**config.mk**
```make
export PLATFORM = sky130hd
export DESIGN_NAME = key_value_table_core_flat
export DESIGN_NICKNAME = d
export VERILOG_FILES = /design/src/hdl/kvt_pkg.sv /design/src/hdl/kvt_ifs.sv /design/src/hdl/kvt_cell.sv /design/src/hdl/key_value_table_core.sv /design/src/flat_wrapper.sv
export SDC_FILE = /design/constraint.sdc
export NUM_CORES = 2
export LEC_CHECK = 0
export ABC_CLOCK_PERIOD_IN_PS = 8100
export BUFFER_PORTS_ARGS = -buffer_cell sky130_fd_sc_hd__buf_2
export CAP_MARGIN = 40
export CORE_MARGIN = 3
export CORE_UTILIZATION = 45
export DETAILED_ROUTE_END_ITERATION = 10
export GPL_TIMING_DRIVEN = 0
export HOLD_SLACK_MARGIN = 0.15
export SYNTH_ARGS = -nofsm -noshare
export SYNTH_HDL_FRONTEND = slang
export SYNTH_SLANG_ARGS = --single-unit
```
**constraint.sdc**
```tcl
create_clock -name clock -period 8.1 [get_ports clock]
set_clock_uncertainty 0.1 [all_clocks]
set_input_delay 0.81 -clock clock [delete_from_list [all_inputs] [get_ports clock]]
set_output_delay 0.81 -clock clock [all_outputs]
set_load 0.01 [all_outputs]
```
**src/hdl/kvt_pkg.sv**
```systemverilog
// ----------------------------------------------------------------------------
// Key/value table package
// Sizes, operation codes, cell command type and output formatting helpers.
// ----------------------------------------------------------------------------
`default_nettype none

package kvt_pkg;

   localparam int TABLE_DEPTH = 16;
   localparam int IDX_W       = (TABLE_DEPTH > 1) ? $clog2(TABLE_DEPTH) : 1;
   localparam int COUNT_W     = $clog2(TABLE_DEPTH + 1);

   localparam int KIND_W  = 2;
   localparam int KEY_W   = 64;
   localparam int VALUE_W = 64;
   localparam int POS_W   = 4;
   localparam int ENTRY_W = 5;

   localparam logic [KIND_W-1:0] KIND_LOOKUP = 2'd0;
   localparam logic [KIND_W-1:0] KIND_SET    = 2'd1;
   localparam logic [KIND_W-1:0] KIND_REMOVE = 2'd2;
   localparam logic [KIND_W-1:0] KIND_CLEAR  = 2'd3;

   localparam logic STATUS_DONE = 1'b0;
   localparam logic STATUS_FULL = 1'b1;

   typedef struct packed {
      logic load_key;
      logic load_value;
      logic shift;
   } cell_cmd_type;

   function automatic logic [POS_W-1:0] pos_out(input logic [IDX_W-1:0] idx);
      logic [31:0] wide;
      wide = 32'(idx);
      return wide[POS_W-1:0];
   endfunction

   function automatic logic [ENTRY_W-1:0] count_out(input logic [COUNT_W-1:0] cnt);
      logic [31:0] wide;
      wide = 32'(cnt);
      return wide[ENTRY_W-1:0];
   endfunction

endpackage

`default_nettype wire

```
**src/hdl/kvt_ifs.sv**
```systemverilog
// ----------------------------------------------------------------------------
// Key/value table channels
// Request and response valid/ready channels with their payloads.
// ----------------------------------------------------------------------------
`default_nettype none

interface kvt_req_if import kvt_pkg::*; ();
   logic               valid;
   logic               ready;
   logic [KIND_W-1:0]  kind;
   logic [KEY_W-1:0]   key;
   logic [VALUE_W-1:0] value;

   modport source (output valid, output kind, output key, output value, input ready);
   modport sink   (input valid, input kind, input key, input value, output ready);
endinterface

interface kvt_rsp_if import kvt_pkg::*; ();
   logic               valid;
   logic               ready;
   logic               found;
   logic [POS_W-1:0]   position;
   logic [VALUE_W-1:0] read_value;
   logic [ENTRY_W-1:0] entry_count;
   logic               status;

   modport source (output valid, output found, output position, output read_value,
                   output entry_count, output status, input ready);
   modport sink   (input valid, input found, input position, input read_value,
                   input entry_count, input status, output ready);
endinterface

`default_nettype wire

```
**src/hdl/kvt_cell.sv**
```systemverilog
// ----------------------------------------------------------------------------
// Key/value table cell
// Holds one pair, compares its key, loads or takes its upper neighbor's pair.
// ----------------------------------------------------------------------------
`default_nettype none

module kvt_cell import kvt_pkg::*; (
   input  wire logic               clock,
   input  wire cell_cmd_type       cmd,
   input  wire logic               occupied,
   input  wire logic [KEY_W-1:0]   op_key,
   input  wire logic [VALUE_W-1:0] op_value,
   input  wire logic [KEY_W-1:0]   up_key,
   input  wire logic [VALUE_W-1:0] up_value,
   output logic                    match,
   output logic [KEY_W-1:0]        key,
   output logic [VALUE_W-1:0]      value
);

   logic [KEY_W-1:0]   key_ff;
   logic [VALUE_W-1:0] value_ff;

   always_ff @(posedge clock) begin
      if (cmd.shift) begin
         key_ff   <= up_key;
         value_ff <= up_value;
      end else begin
         if (cmd.load_key) begin
            key_ff <= op_key;
         end
         if (cmd.load_value) begin
            value_ff <= op_value;
         end
      end
   end

   assign match = occupied && (key_ff == op_key);
   assign key   = key_ff;
   assign value = value_ff;

endmodule

`default_nettype wire

```
**src/hdl/key_value_table_core.sv**
```systemverilog
// ----------------------------------------------------------------------------
// Key/value table core
// Insertion-ordered table of 64-bit key/value pairs held in a row of cells.
// ----------------------------------------------------------------------------
// Flow: the request is latched when accepted, and the response register is
//   loaded when execute finishes. One item at a time: accepted in idle, then
//   execute, where all cells compare in parallel and the row shifts or loads.
// A full response register that is not taken holds the item in execute.
// Reset: the pair count and handshake state clear at once; the stored pairs
//   are not cleared, there is no clearing pass.
// ----------------------------------------------------------------------------
`default_nettype none

module key_value_table_core import kvt_pkg::*; (
   input  wire logic  clock,
   input  wire logic  reset,
   kvt_req_if.sink    req_ch,
   kvt_rsp_if.source  rsp_ch
);

   typedef enum logic [1:0] {
      ST_IDLE = 2'b01,
      ST_EXEC = 2'b10
   } state_type;

   state_type state_ff, state_in;

   // latched request
   logic [KIND_W-1:0]  op_kind_ff;
   logic [KEY_W-1:0]   op_key_ff;
   logic [VALUE_W-1:0] op_value_ff;

   logic [COUNT_W-1:0] count_ff, count_in;

   // response register
   logic               rsp_valid_ff, rsp_valid_in;
   logic               rsp_found_ff;
   logic [POS_W-1:0]   rsp_pos_ff;
   logic [VALUE_W-1:0] rsp_value_ff;
   logic [ENTRY_W-1:0] rsp_count_ff;
   logic               rsp_status_ff;

   // cell row taps
   cell_cmd_type       cell_cmd   [TABLE_DEPTH];
   logic               cell_occ   [TABLE_DEPTH];
   logic               cell_match [TABLE_DEPTH];
   logic [KEY_W-1:0]   cell_key   [TABLE_DEPTH];
   logic [VALUE_W-1:0] cell_value [TABLE_DEPTH];

   logic               req_take;
   logic               commit;
   logic [TABLE_DEPTH-1:0] hit_vec;
   logic               hit;
   logic [IDX_W-1:0]   sel_pos;
   logic [VALUE_W-1:0] sel_value;
   logic               has_room;
   logic               status;

   assign req_ch.ready = (state_ff == ST_IDLE);
   assign req_take     = req_ch.valid && req_ch.ready;

   // execute finishes once the response register is free or being emptied
   assign commit = (state_ff == ST_EXEC) && (!rsp_valid_ff || rsp_ch.ready);

   // ---------------------------------------------------------------------
   // Cell row. Cell i holds the pair at position i; occupied below count.
   // On remove the cells at and above the match take their upper neighbor.
   // ---------------------------------------------------------------------
   for (genvar gi = 0; gi < TABLE_DEPTH; gi++) begin : g_cell
      localparam int UP = (gi < TABLE_DEPTH - 1) ? gi + 1 : gi;

      assign cell_occ[gi] = (COUNT_W'(gi) < count_ff);

      kvt_cell u_cell (
         .clock    (clock),
         .cmd      (cell_cmd[gi]),
         .occupied (cell_occ[gi]),
         .op_key   (op_key_ff),
         .op_value (op_value_ff),
         .up_key   (cell_key[UP]),
         .up_value (cell_value[UP]),
         .match    (cell_match[gi]),
         .key      (cell_key[gi]),
         .value    (cell_value[gi])
      );
   end

   // Keys are unique in the row (set only appends an absent key), so at
   // most one cell hits and the selects reduce to an OR of gated taps.
   always_comb begin
      sel_pos   = '0;
      sel_value = '0;
      for (int i = 0; i < TABLE_DEPTH; i++) begin
         hit_vec[i] = cell_match[i] && (op_kind_ff != KIND_CLEAR);
         if (hit_vec[i]) begin
            sel_pos   = sel_pos | IDX_W'(i);
            sel_value = sel_value | cell_value[i];
         end
      end
      hit = |hit_vec;
   end

   assign has_room = (count_ff < COUNT_W'(TABLE_DEPTH));

   // per-cell commands and next count
   always_comb begin
      count_in = count_ff;
      status   = STATUS_DONE;
      for (int i = 0; i < TABLE_DEPTH; i++) begin
         cell_cmd[i] = '0;
      end
      if (commit) begin
         case (op_kind_ff)
            KIND_SET: begin
               if (hit) begin
                  for (int i = 0; i < TABLE_DEPTH; i++) begin
                     cell_cmd[i].load_value = hit_vec[i];
                  end
               end else if (has_room) begin
                  for (int i = 0; i < TABLE_DEPTH; i++) begin
                     cell_cmd[i].load_key   = (COUNT_W'(i) == count_ff);
                     cell_cmd[i].load_value = (COUNT_W'(i) == count_ff);
                  end
                  count_in = count_ff + COUNT_W'(1);
               end else begin
                  status = STATUS_FULL;
               end
            end
            KIND_REMOVE: begin
               if (hit) begin
                  for (int i = 0; i < TABLE_DEPTH - 1; i++) begin
                     cell_cmd[i].shift = (IDX_W'(i) >= sel_pos);
                  end
                  count_in = count_ff - COUNT_W'(1);
               end
            end
            KIND_CLEAR: begin
               count_in = '0;
            end
            default: begin
            end
         endcase
      end
   end

   always_comb begin
      state_in = state_ff;
      case (state_ff)
         ST_IDLE: begin
            if (req_take) begin
               state_in = ST_EXEC;
            end
         end
         ST_EXEC: begin
            if (commit) begin
               state_in = ST_IDLE;
            end
         end
         default: begin
            state_in = ST_IDLE;
         end
      endcase
   end

   always_comb begin
      rsp_valid_in = rsp_valid_ff;
      if (commit) begin
         rsp_valid_in = 1'b1;
      end else if (rsp_ch.ready) begin
         rsp_valid_in = 1'b0;
      end
   end

   always_ff @(posedge clock) begin
      if (reset) begin
         state_ff     <= ST_IDLE;
         count_ff     <= '0;
         rsp_valid_ff <= 1'b0;
      end else begin
         state_ff     <= state_in;
         count_ff     <= count_in;
         rsp_valid_ff <= rsp_valid_in;
      end
   end

   // payload registers, no reset
   always_ff @(posedge clock) begin
      if (req_take) begin
         op_kind_ff  <= req_ch.kind;
         op_key_ff   <= req_ch.key;
         op_value_ff <= req_ch.value;
      end
      if (commit) begin
         rsp_found_ff  <= hit;
         rsp_pos_ff    <= pos_out(sel_pos);
         rsp_value_ff  <= sel_value;
         rsp_count_ff  <= count_out(count_in);
         rsp_status_ff <= status;
      end
   end

   assign rsp_ch.valid       = rsp_valid_ff;
   assign rsp_ch.found       = rsp_found_ff;
   assign rsp_ch.position    = rsp_pos_ff;
   assign rsp_ch.read_value  = rsp_value_ff;
   assign rsp_ch.entry_count = rsp_count_ff;
   assign rsp_ch.status      = rsp_status_ff;

endmodule

`default_nettype wire

```
**src/flat_wrapper.sv**
```systemverilog
// flat-port wrapper written by rule: the top's interface ports become plain ports
module key_value_table_core_flat import kvt_pkg::*;
  (clock, reset, req_ch_valid, req_ch_kind, req_ch_key, req_ch_value, req_ch_ready, rsp_ch_valid, rsp_ch_found, rsp_ch_position, rsp_ch_read_value, rsp_ch_entry_count, rsp_ch_status, rsp_ch_ready);
  kvt_req_if req_ch_i ();
  kvt_rsp_if rsp_ch_i ();
  input  wire logic clock;
  input  wire logic reset;
  input wire logic [$bits(req_ch_i.valid)-1:0] req_ch_valid;
  input wire logic [$bits(req_ch_i.kind)-1:0] req_ch_kind;
  input wire logic [$bits(req_ch_i.key)-1:0] req_ch_key;
  input wire logic [$bits(req_ch_i.value)-1:0] req_ch_value;
  output wire logic [$bits(req_ch_i.ready)-1:0] req_ch_ready;
  output wire logic [$bits(rsp_ch_i.valid)-1:0] rsp_ch_valid;
  output wire logic [$bits(rsp_ch_i.found)-1:0] rsp_ch_found;
  output wire logic [$bits(rsp_ch_i.position)-1:0] rsp_ch_position;
  output wire logic [$bits(rsp_ch_i.read_value)-1:0] rsp_ch_read_value;
  output wire logic [$bits(rsp_ch_i.entry_count)-1:0] rsp_ch_entry_count;
  output wire logic [$bits(rsp_ch_i.status)-1:0] rsp_ch_status;
  input wire logic [$bits(rsp_ch_i.ready)-1:0] rsp_ch_ready;
  assign req_ch_i.valid = req_ch_valid;
  assign req_ch_i.kind = req_ch_kind;
  assign req_ch_i.key = req_ch_key;
  assign req_ch_i.value = req_ch_value;
  assign req_ch_ready = req_ch_i.ready;
  assign rsp_ch_valid = rsp_ch_i.valid;
  assign rsp_ch_found = rsp_ch_i.found;
  assign rsp_ch_position = rsp_ch_i.position;
  assign rsp_ch_read_value = rsp_ch_i.read_value;
  assign rsp_ch_entry_count = rsp_ch_i.entry_count;
  assign rsp_ch_status = rsp_ch_i.status;
  assign rsp_ch_i.ready = rsp_ch_ready;
  key_value_table_core u_core (.clock(clock), .reset(reset), .req_ch(req_ch_i), .rsp_ch(rsp_ch_i));
endmodule
```
==> impl_metrics.tcl <==
set metrics [dict create \
    status "finished, violations left" \
    violations "negative setup slack" \
    drtIter0Drc 14570 \
    placementRows 182 \
    drtPass1Iterations 8 \
    drive_gt1_share_pct 24.93 \
    synth_top_area_share_pct 60.59 \
    start_kind "register" \
    grt_pass1_wl_um 766500 \
    avgSynthCellArea_um2 14.10 \
    final.setup.worst_slack_ns -0.4358 \
    post_cts_buffers 0 \
    grt_pass1_vias 79000 \
    dr_total_vias 83590 \
    p_comb_share_pct 7.3 \
    max_slew_margin_pct 21.73 \
    slew_viol_final 0 \
    ios 211 \
    cts_root_buf "clkbuf_16" \
    synth_nets 8061 \
    synthTopCellsByArea "edfxtp_1 (61%), mux2_2 (7.5%), mux2_1 (6.8%)" \
    die_w_um 504.1 \
    period_minus_slack_ns 8.536 \
    via_per_inst 6.763 \
    placed_area_mm2 0.1214 \
    powerDensity_mw_per_mm2 206.9 \
    hpwlAfterDp_um 447300 \
    syn-cell-area_mm2 0.1117 \
    grt_max_degree 65 \
    grt_use_met3_pct 12.67 \
    insertion_delay_ns 0.95 \
    yosysTopAreaCell "edfxtp_1" \
    cts-buffers-inserted 278 \
    crit_buf_inv 7 \
    peakVddDrop_v 0.0002164 \
    yosys_most_used_dff "edfxtp_1" \
    cp_top_family "buffers and inverters" \
    synth_seq_area_share_pct 60.74 \
    dp_slack_ns 0.1300 \
    synthDistinctLibCells 81 \
    nets 8954 \
    crit_path_max_incr_delay_ns 1.02 \
    drc_errors 0 \
    syn_inst 7921 \
    crit_fanout 31 \
    wl_per_cell_um 48.02 \
    hold_ws_ns 0.3402 \
    setup_violations 240 \
    p_clk_share_pct 44.7 \
    postRouteAntennaNets 0 \
    top_usage_layer "met2" \
    post-route-period-util_pct 105.4 \
    p_leak_nw 46.11 \
    use_met1_pct 55.88 \
    p_seq_share_pct 47.9 \
    hold_violations 0 \
    cp_common_cell "buf_2" \
    grt_remaining_overflow 0 \
    synth_edf_count 2253 \
    gp_congestion 1.036 \
    start_util_pct 45.32 \
    cts_tree "done" \
    drv_cap 0 \
    htree_levels 5 \
    p_int_mw 20.61 \
    die_area_mm2 0.2541 \
    crit_path_cell_trace "buf_2 -> inv_2 -> a2111oi_0 -> nand4_1 -> nor4_1 -> and2_1 -> nor4_2 -> o2111ai_1 -> buf_2 -> nor2_4 -> nand2_1 -> buf_2 -> buf_4 -> nand2_4 -> buf_16 -> buf_16" \
    area_growth_pct 17.88 \
    final_cell_area_mm2 0.1316 \
    ys_warn_count 0 \
    routed_wirelength_um 593500 \
    ys_ff_latch 2261 \
    final_cell_mix "edfxtp_1 (2,253), nand2_1 (1,029), mux2_2 (740)" \
    end_kind "register" \
    antenna_found_initial 57 \
    numPortBuffers 210 \
    final_common_cell "edfxtp_1" \
    p_switching_mw 6.623 \
    slowest_stage "nor4_1" \
    hold_class "register to register" \
    swShare_pct 24.32 \
    clock-sinks 2261 \
    die_y_um 504.1 \
    met2_usage_pct 67.31 \
    core_mm2 0.2464 \
    critical_path_class "register to register" \
    required_ns 8.63 \
    clock_path_buffers 4 \
    cp.arrival_ns 9.07 \
    clock.fmax_mhz 117.2 \
    clkSlewWorstSetupHoldPaths_ns 0.06 \
    worst_pin_slew_ns 1.163 \
    synth-async-reset-ratio_pct 0 \
    grtUsageTotal_pct 45.49 \
]
what timing repair did:
item | CTS | global route
hold endpoints to repair | 133 | 0
endpoints found under the setup margin | 0 | 56
hold buffers | 133 | 0
resized for setup | 0 | 2
metrics by stage:
step	cells	setup TNS [ns]	total power, mW	util, %
floorplan	7921	-32.42	14.19	-
global placement	11440	-	15.10	47.43
detailed placement	11690	0	15.17	49.28
CTS	12300	0	27.14	53.25
global route	12330	-0.005763	27.67	53.38
finish	12360	-36.59	27.23	53.42
kinds of logic (layout without fill, tap and decap cells):
kind of cell / Yosys count / after routing / synth area share (%)
other cells: 0 / 40 / 0
simple gates: 1702 / 1702 / 7.172
buf+inv: 771 / 1858 / 3.398
xor+xnor: 819 / 819 / 6.424
mux: 1579 / 1579 / 16.39
compound gates: 783 / 783 / 5.816
fa+ha+maj: 6 / 6 / 0.06723
flops: 2261 / 2261 / 60.74
cell type report:
cell class / instances / area, µm²
multi-input combinational: 4889 / 40410
clock inverter: 134 / 1161
tap: 3312 / 4144
inverter: 108 / 407.9
buffer: 663 / 3491
fill: 20850 / 114800
antenna: 40 / 100.1
timing repair buffer: 613 / 6814
clock buffer: 340 / 7274
sequential: 2261 / 67820
sequential cells by signal, summed over array words and instances (netlist names):
name and flops:
u_core.rsp_ch.found 1, u_core.count_ff 5, u_core.g_cell.u_cell.value 1024, u_core.rsp_ch.valid 1
u_core.rsp_ch.entry_count 5, u_core.rsp_ch.status 1, u_core.rsp_ch.position 4, u_core.op_key_ff 64
u_core.op_kind_ff 2, u_core.op_value_ff 64, u_core.rsp_ch.read_value 64, u_core.g_cell.u_cell.key 1024
u_core.state_ff 2
routing by layer:
metal / vias to the layer above / share of wire, %
met1: 42650 / 35
met4: 22 / 9.7
met3: 1908 / 12
li1: 31830 / -
met2: 7182 / 43
met5: - / 0.032
worst register-to-register path: cells and delay by family, from the launching register on:
family | cells | cell delay (ns)
AO/OA/AOI/OAI | 2 | 1.16
buffers and inverters | 7 | 3.18
flip-flops | 1 | 0.71
AND/OR/NAND/NOR | 7 | 3.03
power groups by stage:
stage | combinational [mW] | clock [mW] | sequential [mW]
global route | 2.02 | 12.6 | 13.0
global placement | 1.78 | 0 | 13.3
CTS | 1.93 | 12.2 | 13.0
floorplan | 0.939 | 0 | 13.2
detailed placement | 1.87 | 0 | 13.3
finish | 2.00 | 12.2 | 13.1
final timing paths:
| check | start | to | slack [ns] | cells past startpoint |
|---|---|---|---|---|
| min | u_core.op_key_ff[15]$_DFFE_PP_ | u_core.g_cell[15].u_cell.key[15]$_DFFE_PP_ | 0.34 | 0 |
| min reg2reg | u_core.op_key_ff[15]$_DFFE_PP_ | u_core.g_cell[15].u_cell.key[15]$_DFFE_PP_ | 0.34 | 0 |
| max reg2reg | u_core.op_key_ff[5]$_DFFE_PP_ | u_core.g_cell[2].u_cell.value[51]$_DFFE_PP_ | -0.44 | 16 |
| max | u_core.op_key_ff[5]$_DFFE_PP_ | u_core.g_cell[2].u_cell.value[51]$_DFFE_PP_ | -0.44 | 16 |
Yosys cell counts, types with 5 or more instances:
cell type,number
edfxtp_1,2253
nand2_1,1041
mux2_2,740
mux2_1,670
xnor2_1,415
xor2_1,404
a221oi_1,270
a22o_1,263
clkbuf_1,240
buf_2,224
nand4_1,196
mux2_4,145
nor4_1,145
nand2b_1,125
buf_4,105
inv_1,91
buf_1,64
o21ai_0,59
nor2b_1,47
nor2_1,44
o2111ai_1,41
buf_6,30
o22ai_1,30
nor3_1,28
mux2i_1,24
nand3_1,20
inv_2,16
a2111oi_0,15
and2_1,14
o221ai_1,13
a21oi_1,12
or4_1,10
a221o_1,9
o2bb2ai_1,9
a31oi_1,8
dfxtp_1,8
and4_1,7
ha_1,6
o21ai_1,6
nor4_2,5
Note: power is estimated with default switching activity, not from simulation.
